`src/rtl/core/wrfb_pkg.sv`:
```
// Package for the wheel revolution frame builder.
// Holds the item structs, controller command/status structs and fixed constants.
// No dependencies.
package wrfb_pkg;

    localparam int unsigned FRAME_LEN   = 11;
    localparam int unsigned DIV_NUM_W   = 50;
    localparam int unsigned DIV_DEN_W   = 22;
    localparam int unsigned DIV_CNT_W   = 6;
    localparam int unsigned IDX_W       = 4;

    localparam logic [7:0]  FLAG_BYTE   = 8'h03;
    localparam logic [11:0] CIRC_MIN    = 12'd100;
    localparam logic [11:0] CIRC_RESET  = 12'd2105;
    localparam logic [15:0] MIN_SPEED   = 16'd10;
    localparam logic [7:0]  ROOM_MIN    = 8'd11;
    // e*1024/1000 == (e << 7) / 125; floor(e/125) == (e * TICK_MAGIC) >> TICK_SHIFT
    // for any 32-bit e
    localparam logic [28:0] TICK_MAGIC  = 29'd274877907;
    localparam int unsigned TICK_SHIFT  = 35;
    localparam logic [IDX_W-1:0] LAST_IDX = 4'(FRAME_LEN - 1);

    localparam logic OP_UPDATE = 1'b0;
    localparam logic OP_ENCODE = 1'b1;

    typedef struct packed {
        logic        op;
        logic [31:0] now_ms;
        logic [15:0] speed_centi_kmh;
        logic [15:0] crank_revs;
        logic [15:0] crank_time;
        logic [7:0]  room;
    } in_item_t;

    typedef struct packed {
        logic [7:0] out_byte;
        logic       last;
    } out_item_t;

    typedef struct packed {
        logic accept;       // capture input item
        logic mul;          // form speed * elapsed and the tick quotient
        logic start_rev;    // start revolution division
        logic add_rev;      // add revolutions
        logic add_tick;     // add event ticks
        logic send;         // advance frame byte index
    } cmd_t;

    typedef struct packed {
        logic is_encode;
        logic room_ok;
        logic count_ok;     // update moves the wheel
        logic div_busy;
        logic last_byte;
    } status_t;

endpackage

```
`src/rtl/core/wheel_revolution_frame_builder.sv`:
```
// Top level of the wheel revolution frame builder.
// Depends on wrfb_pkg, wrfb_ctrl, wrfb_datapath (which holds wrfb_div).
//
// Usage:
//   in channel  : in_valid / in_stall / in_item. An item is taken at a clock edge
//                 with in_valid high and in_stall low.
//   out channel : out_valid / out_stall / out_item, one frame byte per item,
//                 last set on the eleventh byte.
//   cfg channel : cfg_valid / cfg_ready / cfg_data writes the wheel circumference
//                 (values below 100 act as 100). Write it only while idle.
// Timing:
//   Encode item with room >= 11: eleven bytes, one per cycle while the receiver
//   takes them; after acceptance ST_SEND loads each byte into the output
//   register. Room < 11: no bytes, next item taken in the following cycle.
//   Update item: ST_MUL, ST_CHECK, then idle if the wheel does not advance,
//   else one 50-step pass through the one-bit-per-cycle divider for the revolution
//   count; event ticks come from a reciprocal multiply. One item in work at a time.
// Reset clears the wheel counter, event time and timestamp, and loads 2105 mm.
// A stall on the out channel holds the current byte; the frame resumes after it.
module wheel_revolution_frame_builder (
    input  logic                 clk,
    input  logic                 rst_n,
    input  logic                 in_valid,
    output logic                 in_stall,
    input  wrfb_pkg::in_item_t   in_item,
    output logic                 out_valid,
    input  logic                 out_stall,
    output wrfb_pkg::out_item_t  out_item,
    input  logic                 cfg_valid,
    output logic                 cfg_ready,
    input  logic [11:0]          cfg_data
);

    wrfb_pkg::cmd_t      cmd;
    wrfb_pkg::status_t   status;
    wrfb_pkg::out_item_t frame_item;

    logic                out_valid_reg, out_valid_next;
    wrfb_pkg::out_item_t out_item_reg;
    logic                out_free;

    // The output register can take a byte when empty or when it drains this cycle.
    assign out_free  = !out_valid_reg || !out_stall;
    assign cfg_ready = 1'b1;

    wrfb_ctrl u_ctrl (
        .clk      (clk),
        .rst_n    (rst_n),
        .in_valid (in_valid),
        .in_stall (in_stall),
        .out_free (out_free),
        .status   (status),
        .cmd      (cmd)
    );

    wrfb_datapath u_dp (
        .clk        (clk),
        .rst_n      (rst_n),
        .cfg_we     (cfg_valid && cfg_ready),
        .cfg_data   (cfg_data),
        .in_item    (in_item),
        .cmd        (cmd),
        .status     (status),
        .frame_item (frame_item)
    );

    always_comb
    begin
        out_valid_next = out_valid_reg;
        if (cmd.send)
        begin
            out_valid_next = 1'b1;
        end
        else if (!out_stall)
        begin
            out_valid_next = 1'b0;
        end
    end

    always_ff @(posedge clk or negedge rst_n)
    begin
        if (!rst_n)
        begin
            out_valid_reg <= 1'b0;
        end
        else
        begin
            out_valid_reg <= out_valid_next;
        end
    end

    // Load the next frame byte; hold it while stalled.
    always_ff @(posedge clk)
    begin
        if (cmd.send)
        begin
            out_item_reg <= frame_item;
        end
    end

    assign out_valid = out_valid_reg;
    assign out_item  = out_item_reg;

endmodule

```
`src/rtl/core/wrfb_div.sv`:
```
// Restoring divider, one quotient bit per cycle.
// Depends on wrfb_pkg for widths.
module wrfb_div (
    input  logic                            clk,
    input  logic                            rst_n,
    input  logic                            start,
    input  logic [wrfb_pkg::DIV_NUM_W-1:0]  num,
    input  logic [wrfb_pkg::DIV_DEN_W-1:0]  den,
    output logic                            busy,
    output logic [wrfb_pkg::DIV_NUM_W-1:0]  quot
);

    localparam logic [wrfb_pkg::DIV_CNT_W-1:0] LastCnt =
        wrfb_pkg::DIV_CNT_W'(wrfb_pkg::DIV_NUM_W - 1);

    logic [wrfb_pkg::DIV_NUM_W-1:0] num_reg, num_next;
    logic [wrfb_pkg::DIV_DEN_W-1:0] rem_reg, rem_next;
    logic [wrfb_pkg::DIV_DEN_W-1:0] den_reg;
    logic [wrfb_pkg::DIV_CNT_W-1:0] cnt_reg, cnt_next;
    logic                           busy_reg, busy_next;
    logic [wrfb_pkg::DIV_DEN_W:0]   trial;
    logic [wrfb_pkg::DIV_DEN_W:0]   diff;
    logic                           ge;

    always_comb
    begin
        trial     = {rem_reg, num_reg[wrfb_pkg::DIV_NUM_W-1]};
        diff      = trial - {1'b0, den_reg};
        ge        = (trial >= {1'b0, den_reg});
        rem_next  = rem_reg;
        num_next  = num_reg;
        cnt_next  = cnt_reg;
        busy_next = busy_reg;
        if (start)
        begin
            rem_next  = '0;
            num_next  = num;
            cnt_next  = LastCnt;
            busy_next = 1'b1;
        end
        else if (busy_reg)
        begin
            rem_next = ge ? diff[wrfb_pkg::DIV_DEN_W-1:0] : trial[wrfb_pkg::DIV_DEN_W-1:0];
            num_next = {num_reg[wrfb_pkg::DIV_NUM_W-2:0], ge};
            cnt_next = cnt_reg - 1'b1;
            if (cnt_reg == '0)
            begin
                busy_next = 1'b0;
            end
        end
    end

    always_ff @(posedge clk or negedge rst_n)
    begin
        if (!rst_n)
        begin
            busy_reg <= 1'b0;
            cnt_reg  <= '0;
        end
        else
        begin
            busy_reg <= busy_next;
            cnt_reg  <= cnt_next;
        end
    end

    always_ff @(posedge clk)
    begin
        num_reg <= num_next;
        rem_reg <= rem_next;
        if (start)
        begin
            den_reg <= den;
        end
    end

    assign busy = busy_reg;
    assign quot = num_reg;

endmodule

```
`src/rtl/core/wrfb_datapath.sv`:
```
// Datapath: circumference register, wheel state, multipliers, revolution divider
// and frame byte select. Depends on wrfb_pkg and wrfb_div.
module wrfb_datapath (
    input  logic                 clk,
    input  logic                 rst_n,
    input  logic                 cfg_we,
    input  logic [11:0]          cfg_data,
    input  wrfb_pkg::in_item_t   in_item,
    input  wrfb_pkg::cmd_t       cmd,
    output wrfb_pkg::status_t    status,
    output wrfb_pkg::out_item_t  frame_item
);

    logic [11:0] circ_reg;
    logic [31:0] wheel_revs_reg;
    logic [15:0] wheel_event_time_reg;
    logic [31:0] last_update_ms_reg;

    logic [31:0] elapsed_reg;
    logic [15:0] speed_reg;
    logic        go_reg;
    logic [47:0] se_reg;
    logic [8:0]  tick_q_reg;
    logic [15:0] crank_revs_reg;
    logic [15:0] crank_time_reg;
    logic [wrfb_pkg::IDX_W-1:0] idx_reg;

    logic [11:0] circ_eff;
    logic [50:0] se_x5;
    logic [15:0] circ_x9;
    logic [wrfb_pkg::DIV_NUM_W-1:0] rev_num;
    logic [wrfb_pkg::DIV_DEN_W-1:0] rev_den;
    logic                           div_start;
    logic                           div_busy;
    logic [wrfb_pkg::DIV_NUM_W-1:0] div_quot;
    logic [60:0]                    tick_prod;
    logic [16:0]                    tick_q125;
    logic [7:0]                     tick_rem;
    logic [8:0]                     tick_rem_x3;
    logic [15:0]                    tick_add;
    logic [7:0]                     byte_sel;

    always_comb
    begin
        circ_eff = (circ_reg < wrfb_pkg::CIRC_MIN) ? wrfb_pkg::CIRC_MIN : circ_reg;
        se_x5    = {1'b0, se_reg, 2'b00} + {3'b000, se_reg};
        circ_x9  = {1'b0, circ_eff, 3'b000} + {4'b0000, circ_eff};
        rev_num  = {1'b0, se_reg, 1'b0} + ({38'd0, circ_eff} * 50'd360);
        rev_den  = {10'd0, circ_eff} * 22'd720;
    end

    // Event ticks: e = 125q + r gives floor(128e/125) = 128q + r + floor(3r/125).
    // Only the low 16 bits are kept, so q is needed mod 2^9 and r < 125 fits 8 bits.
    always_comb
    begin
        tick_prod   = {29'd0, elapsed_reg} * {32'd0, wrfb_pkg::TICK_MAGIC};
        tick_q125   = {8'd0, tick_q_reg} * 17'd125;
        tick_rem    = elapsed_reg[7:0] - tick_q125[7:0];
        tick_rem_x3 = {1'b0, tick_rem} + {tick_rem, 1'b0};
        tick_add    = {tick_q_reg, 7'b0000000} + {8'd0, tick_rem} +
                      ((tick_rem_x3 >= 9'd250) ? 16'd2 :
                       (tick_rem_x3 >= 9'd125) ? 16'd1 : 16'd0);
        div_start   = cmd.start_rev;
    end

    wrfb_div u_div (
        .clk   (clk),
        .rst_n (rst_n),
        .start (div_start),
        .num   (rev_num),
        .den   (rev_den),
        .busy  (div_busy),
        .quot  (div_quot)
    );

    always_ff @(posedge clk or negedge rst_n)
    begin
        if (!rst_n)
        begin
            circ_reg             <= wrfb_pkg::CIRC_RESET;
            wheel_revs_reg       <= '0;
            wheel_event_time_reg <= '0;
            last_update_ms_reg   <= '0;
            idx_reg              <= '0;
        end
        else
        begin
            if (cfg_we)
            begin
                circ_reg <= cfg_data;
            end
            if (cmd.accept && (in_item.op == wrfb_pkg::OP_UPDATE))
            begin
                last_update_ms_reg <= in_item.now_ms;
            end
            if (cmd.add_rev)
            begin
                wheel_revs_reg <= wheel_revs_reg + div_quot[31:0];
            end
            if (cmd.add_tick)
            begin
                wheel_event_time_reg <= wheel_event_time_reg + tick_add;
            end
            if (cmd.accept)
            begin
                idx_reg <= '0;
            end
            else if (cmd.send)
            begin
                idx_reg <= idx_reg + 1'b1;
            end
        end
    end

    always_ff @(posedge clk)
    begin
        if (cmd.accept)
        begin
            elapsed_reg    <= in_item.now_ms - last_update_ms_reg;
            speed_reg      <= in_item.speed_centi_kmh;
            go_reg         <= (in_item.speed_centi_kmh >= wrfb_pkg::MIN_SPEED) &&
                              (in_item.now_ms > last_update_ms_reg);
            crank_revs_reg <= in_item.crank_revs;
            crank_time_reg <= in_item.crank_time;
        end
        if (cmd.mul)
        begin
            se_reg     <= {32'd0, speed_reg} * {16'd0, elapsed_reg};
            tick_q_reg <= tick_prod[wrfb_pkg::TICK_SHIFT+8:wrfb_pkg::TICK_SHIFT];
        end
    end

    always_comb
    begin
        unique case (idx_reg)
            4'd0:    byte_sel = wrfb_pkg::FLAG_BYTE;
            4'd1:    byte_sel = wheel_revs_reg[7:0];
            4'd2:    byte_sel = wheel_revs_reg[15:8];
            4'd3:    byte_sel = wheel_revs_reg[23:16];
            4'd4:    byte_sel = wheel_revs_reg[31:24];
            4'd5:    byte_sel = wheel_event_time_reg[7:0];
            4'd6:    byte_sel = wheel_event_time_reg[15:8];
            4'd7:    byte_sel = crank_revs_reg[7:0];
            4'd8:    byte_sel = crank_revs_reg[15:8];
            4'd9:    byte_sel = crank_time_reg[7:0];
            4'd10:   byte_sel = crank_time_reg[15:8];
            default: byte_sel = 8'h00;
        endcase
    end

    always_comb
    begin
        frame_item.out_byte = byte_sel;
        frame_item.last     = (idx_reg == wrfb_pkg::LAST_IDX);
        status.is_encode    = (in_item.op == wrfb_pkg::OP_ENCODE);
        status.room_ok      = (in_item.room >= wrfb_pkg::ROOM_MIN);
        status.count_ok     = go_reg && (se_x5 > {35'd0, circ_x9});
        status.div_busy     = div_busy;
        status.last_byte    = (idx_reg == wrfb_pkg::LAST_IDX);
    end

endmodule

```
`src/rtl/core/wrfb_ctrl.sv`:
```
// Controller state machine: sequences update arithmetic and frame output.
// Depends on wrfb_pkg; drives the datapath through cmd_t.
module wrfb_ctrl (
    input  logic               clk,
    input  logic               rst_n,
    input  logic               in_valid,
    output logic               in_stall,
    input  logic               out_free,
    input  wrfb_pkg::status_t  status,
    output wrfb_pkg::cmd_t     cmd
);

    typedef enum logic [5:0] {
        ST_IDLE     = 6'b000001,
        ST_MUL      = 6'b000010,
        ST_CHECK    = 6'b000100,
        ST_DIV_REV  = 6'b001000,
        ST_SEND     = 6'b010000,
        ST_SETTLE   = 6'b100000
    } state_t;

    state_t state_reg, state_next;

    always_comb
    begin
        state_next = state_reg;
        cmd        = '0;
        in_stall   = 1'b1;
        unique case (state_reg)
            ST_IDLE:
            begin
                in_stall = 1'b0;
                if (in_valid)
                begin
                    cmd.accept = 1'b1;
                    if (!status.is_encode)
                    begin
                        state_next = ST_MUL;
                    end
                    else if (status.room_ok)
                    begin
                        state_next = ST_SEND;
                    end
                end
            end
            ST_MUL:
            begin
                cmd.mul    = 1'b1;
                state_next = ST_CHECK;
            end
            ST_CHECK:
            begin
                if (status.count_ok)
                begin
                    cmd.start_rev = 1'b1;
                    state_next    = ST_DIV_REV;
                end
                else
                begin
                    state_next = ST_IDLE;
                end
            end
            ST_DIV_REV:
            begin
                if (!status.div_busy)
                begin
                    cmd.add_rev  = 1'b1;
                    cmd.add_tick = 1'b1;
                    state_next   = ST_SETTLE;
                end
            end
            ST_SETTLE:
            begin
                state_next = ST_IDLE;
            end
            ST_SEND:
            begin
                if (out_free)
                begin
                    cmd.send = 1'b1;
                    if (status.last_byte)
                    begin
                        state_next = ST_IDLE;
                    end
                end
            end
            default:
            begin
                state_next = ST_IDLE;
            end
        endcase
    end

    always_ff @(posedge clk or negedge rst_n)
    begin
        if (!rst_n)
        begin
            state_reg <= ST_IDLE;
        end
        else
        begin
            state_reg <= state_next;
        end
    end

endmodule
```
`config.mk`:
```
export PLATFORM = sky130hd
export DESIGN_NAME = wheel_revolution_frame_builder
export DESIGN_NICKNAME = d
export VERILOG_FILES = /design/src/rtl/core/wrfb_pkg.sv /design/src/rtl/core/wheel_revolution_frame_builder.sv /design/src/rtl/core/wrfb_div.sv /design/src/rtl/core/wrfb_datapath.sv /design/src/rtl/core/wrfb_ctrl.sv
export SDC_FILE = /design/constraint.sdc
export NUM_CORES = 2
export LEC_CHECK = 0
export BUFFER_PORTS_ARGS = -buffer_cell sky130_fd_sc_hd__buf_2
export CAP_MARGIN = 20
export CORE_UTILIZATION = 60
export DETAILED_ROUTE_END_ITERATION = 12
export GPL_TIMING_DRIVEN = 0
export PLACE_DENSITY = 0.76
export SYNTH_ARGS = -nofsm -noshare
export SYNTH_HDL_FRONTEND = slang
export SYNTH_HIERARCHICAL = 1
export SYNTH_SLANG_ARGS = --single-unit
export TNS_END_PERCENT = 10
```
`constraint.sdc`:
```
create_clock -name clk -period 10.6 [get_ports clk]
set_input_delay 0.53 -clock clk [delete_from_list [all_inputs] [get_ports clk]]
set_output_delay 0.53 -clock clk [all_outputs]
set_load 0.03 [all_outputs]
```
== Word-level counts from Yosys, hierarchy flattened ==
Index checks and enable logic that the tools add are counted.
Operators by class
  multiplexer cells: 34
  equality and inequality tests: 21
  $lt $le $gt $ge: 8
  reductions and logical operators: 11
  multiply operators: 5
  add/sub/neg operators: 13
  bitwise logic cells: 1
Operators with widths (number)
  $mux W50: 2
  $pmux W8 S11: 1
  $add A50 B48 Y51: 1
  $gt A51 B16 Y1: 1
  $add A49 B21 Y50: 1
  $mul A16 B32 Y48: 1
  $mux W6: 8
  $mul A32 B29 Y44 const B: 1
  $mul A12 B6 Y18 const B: 2
  $add A16 B16 Y16: 2
  $add A32 B32 Y32: 1
  $gt A32 B32 Y1: 1
  $sub A32 B32 Y32: 1
  $pmux W6 S5: 1
  $ge A23 B22 Y1: 1
  $mux W22: 1
  $sub A22 B22 Y22: 1
  $add A15 B12 Y16: 1
  $add A16 B8 Y16: 1
  $eq A4 B3 Y1 const B: 4
  $ge A16 B4 Y1 const B: 1
  $mux W16: 1
  $mux W1: 14
  $eq A4 B4 Y1 const B: 3
  30 further kinds: 41
Word-level totals
  bits of input ports: 106
  word-level logic and storage cells: 114
  register bits: 347

== Depth between registers and ports, before layout ==
  word-level depth: 8
  mapped depth: 33
  depth with buffers taken out: 32

== Hierarchy ==
Netlist, hierarchy kept.
By module, submodules not included
  wrfb_datapath: area each 47011.3 µm², times used 1, cells an instance 5037
  wrfb_div: area each 5283.8 µm², times used 1, cells an instance 444
  wrfb_ctrl: area each 326.6 µm², times used 1, cells an instance 37
  wheel_revolution_frame_builder: area each 317.8 µm², times used 1, cells an instance 14

== Worst setup path before layout ==
Ideal clock, no wire load.
  path type: reg-to-reg
  start point: register u_dp.elapsed_reg[15]
  end point: register u_dp.se_reg[45], data pin
  cell stages (with the launch flop): 24
  data arrival time: 6.802 ns
  setup time: 0.272 ns
  setup slack: 3.526 ns
  path through: edfxtp_1 -> clkbuf_1 -> clkbuf_1 -> nand2_1 -> fa_1 -> inv_1 -> fa_1 -> inv_1 -> fa_1 -> inv_1 -> fa_1 -> fa_1 -> fa_1 -> ha_1 -> a21o_1 -> a21o_1 -> a21oi_1 -> o21ai_0 -> a32o_1 -> a31oi_1 -> o21ai_1 -> a211oi_1 -> nor4b_1 -> or4b_1
Between the ends
  word-level cells in the longest chain between the ends: 1
Ends and longest elaborated chain
  from (decl): line wrfb_datapath.sv:19  | logic [31:0] elapsed_reg;
  from (signal assigned): line wrfb_datapath.sv:119  | elapsed_reg <= in_item.now_ms - last_update_ms_reg;
  $mul A16 B32 Y48: line wrfb_datapath.sv:128  | se_reg <= {32'd0, speed_reg} * {16'd0, elapsed_reg};
  to (signal assigned): line wrfb_datapath.sv:128
  to (decl): line wrfb_datapath.sv:22  | logic [47:0] se_reg;
Every way passes these cells.
A chain may end at the register's enable or synchronous reset.

== Final worst setup path ==
  start point: register u_dp.elapsed_reg[7]
  end point: register u_dp.se_reg[45], data pin
Same word-level chain as after synthesis.

==> impl_metrics.yaml <==
synthesis:
  ys.warnings.count: 6
  async_reset_ff_frac: 0.3134
  synth_seq_cells: 351
  syn-cell-area_sq_um: 52940
  synthDistinctLibCells: 90
  synth_edf_count: 219
  ys.flop_type: "edfxtp_1"
  syn_avg_cell_area_sq_um: 9.570
  ys_seq_area_frac: 0.1847
  netlist_instances: 5532
clock_network:
  htree_levels: 2
  cts_made_buffers: 45
  clock_path_buffers: 3
  postCtsSetupBuffers: 0
  ctsRootBufferMaster: "clkbuf_16"
  cts_tree: "yes"
  clk_pin_slew_ns: 0.06
  insertion_delay_ns: 0.61
  cts.sinks: 351
worst_setup_path:
  crit_path_top_delay_cell: "edfxtp_1"
  crit_start: "u_dp/elapsed_reg[7]"
  critPathCaptureType: "register"
  rrSetupSlack_ns: 1.03
  rr_startpoint: "u_dp/elapsed_reg[7]"
  crit_path_frequent_cell: "fa_1"
  reg2regPathDepth: 22
  crit_buf_inv: 5
  crit_end: "u_dp/se_reg[45]"
  path_class: "reg2reg"
  arrival_ns: 9.88
  cp_cell_sequence: "clkbuf_1, clkbuf_1, nand2_1, fa_1, inv_1, fa_1, inv_1, fa_1, fa_1, inv_1, fa_1, fa_1, ha_1, nand2_1, or4b_2, a31oi_1, a32o_1, a31oi_1, o21ai_1, a211oi_1, o211ai_1, or4b_1"
  cp.depth: 22
  worstPathRequired_ns: 10.91
  timing.rr.end: "u_dp/se_reg[45]"
  crit_family: "adder cells"
  crit_path_start_kind: "register"
  critPathMaxStageDelay_ns: 0.84
  path_max_fanout: 11
layout:
  fin_nets: 7245
  largest_register_ffs: 50
  instances_no_fill: 6918
  synthToLayoutAreaGrowth_pct: 8.114
  drive_gt1_frac: 0.06439
timing:
  finalCritPeriodShare: 0.9031
  layout_min_cycle_time_ns: 9.573
  fin_worst_hold_slack_ns: 0.1006
  hold_viol_final: 0
  tightest_slew_ns: 1.082
  skew_ns: 0.04586
  report.final.slew_viol_count: 0
  finalSetupTns_ns: 0
  finalSetupViolations: 0
  relSlewSlack: 0.2784
  setup_ws_ns: 1.027
  rsz0062_at_grt: "no"
  fmax_mhz: 104.5
floorplan:
  dieArea_sq_um: 89420
  die_width_microns: 299.0
  rows: 108
  ios: 118
  coreArea_sq_um: 87020
  start_util: 0.6083
  die-height_microns: 299.0
hold_path:
  hold_path.class: "in2reg"
drt:
  drt_pass1_iterations: 8
  detail_route.vias_per_cell: 5.779
  vias: 39980
  drc_errors: 0
  ant_nets: 0
  drt_wl_total_microns: 140600
  drt_iter0_markers: 2799
  drt-wirelength-per-cell_microns: 20.32
placed_design:
  hpwl_microns: 114100
  place_inst: 6830
  io_buffers: 116
  place_congestion: 0.9590
  place_ws_ns: 1.172
outcome:
  run_status: "completed"
job:
  maxCapViolations: 0
global_route:
  grt_max_degree: 85
  grt_pass1_wl_microns: 225600
  overflow: 0
  grt_pass1_vias: 41980
  antenna_found_initial: 3
  grtUsageTotal: 0.3233
## cell families (layout without fill, tap and decap cells)
logic type / Yosys count / count (layout) / synth area share
AND/OR/NAND/NOR: 1254 / 1254 / 0.1130
multiplexers: 123 / 123 / 0.02574
flip-flops: 351 / 351 / 0.1847
other: 2 / 7 / 0.0001419
AO/OA/AOI/OAI: 826 / 826 / 0.1014
buffers and inverters: 1297 / 1523 / 0.09295
adder cells (fa/ha/maj): 1414 / 1414 / 0.4383
XOR/XNOR: 265 / 265 / 0.04384
## per-layer routing
| layer | up-vias | part of all wire | track usage |
|---|---|---|---|
| met2 | 1486 | 0.47 | 0.5381 |
| met5 | - | 0.000092 | 0 |
| met1 | 19720 | 0.40 | 0.4210 |
| li1 | 18400 | - | - |
| met3 | 370 | 0.074 | 0.04878 |
| met4 | 2 | 0.050 | 0.1392 |
## cell usage in the layout, fill, tap and decap left out, drive strengths merged, types with 11 or more instances in the layout
| cell | n |
|---|---|
| fa | 734 |
| nand3 | 55 |
| o21ai | 163 |
| a21boi | 11 |
| nand2 | 577 |
| mux2i | 21 |
| nor2b | 37 |
| o221ai | 11 |
| ha | 680 |
| nor3b | 13 |
| or3 | 16 |
| nand4 | 38 |
| nor3 | 49 |
| a31oi | 30 |
| edfxtp | 219 |
| clkbuf | 212 |
| a211oi | 39 |
| dfrtp | 104 |
| a221oi | 14 |
| a21o | 113 |
| and3 | 35 |
| a22oi | 12 |
| nor2 | 168 |
| and2 | 154 |
| o21bai | 34 |
| xnor2 | 184 |
| a21oi | 235 |
| mux2 | 102 |
| nand2b | 38 |
| clkinv | 13 |
| inv | 1132 |
| xor2 | 81 |
| nor4 | 24 |
| dfxtp | 22 |
| buf | 155 |
| o211ai | 21 |
| o21a | 29 |
## synth_stat cells, drive strengths merged (24+ instances only)
cell    number  share of area
inv       1124          0.080
fa         734           0.28
ha         680           0.16
nand2      577          0.041
a21oi      235          0.022
edfxtp     219           0.12
xnor2      184          0.030
nor2       168          0.012
o21ai      163          0.015
clkbuf     157          0.011
and2       154          0.018
a21o       113          0.016
dfrtp      104          0.049
mux2       102          0.022
xor2        81          0.013
nand3       55         0.0052
nor3        49         0.0046
a211oi      39         0.0055
nand2b      38         0.0045
nand4       38         0.0045
nor2b       37         0.0044
and3        35         0.0041
o21bai      34         0.0048
a31oi       30         0.0035
o21a        29         0.0041
nor4        24         0.0031
## what timing repair did
action | in CTS | in global routing
resized for setup | 0 | 0
hold buffers | 1 | 0
hold endpoints to repair | 21 | 0
## worst min-delay path by stage
stage | from | to | slack (ns) | cells after the start
2_1_floorplan | rst_n | out_valid | 0.23 | 0
3_3_place_gp | out_valid | out_valid | 0.49 | 1
3_5_place_dp | rst_n | u_dp/circ_reg[9] | 0.43 | 1
4_1_cts | in_item[33] | u_dp/crank_revs_reg[9] | 0.06 | 1
5_1_grt | in_item[36] | u_dp/crank_revs_reg[12] | 0.08 | 1
6_report | in_item[33] | u_dp/crank_revs_reg[9] | 0.10 | 1
## stage by stage
stage | utilization | instance area, sq um
after CTS | 0.6570 | 57180
after global placement | 0.6318 | 54980
after detailed placement | 0.6390 | 55600
final | 0.6577 | 57230
after floorplan | - | 52950
after global routing | 0.6577 | 57230
## area by class of cell
class                           count  area, sq um
Buffer                            172        698.2
Timing Repair Buffer              142         1252
Antenna cell                        1        2.502
Tap cell                         1155         1445
Fill cell                        6984        29790
Multi-Input combinational cell   3888        38270
Clock buffer                       55         1205
Clock inverter                     29        357.8
Inverter                         1125         4225
Sequential cell                   351         9777
Power is left out: the tool's default activity adds up to more than one toggle a clock period on the data nets, which glitch-free logic cannot reach.
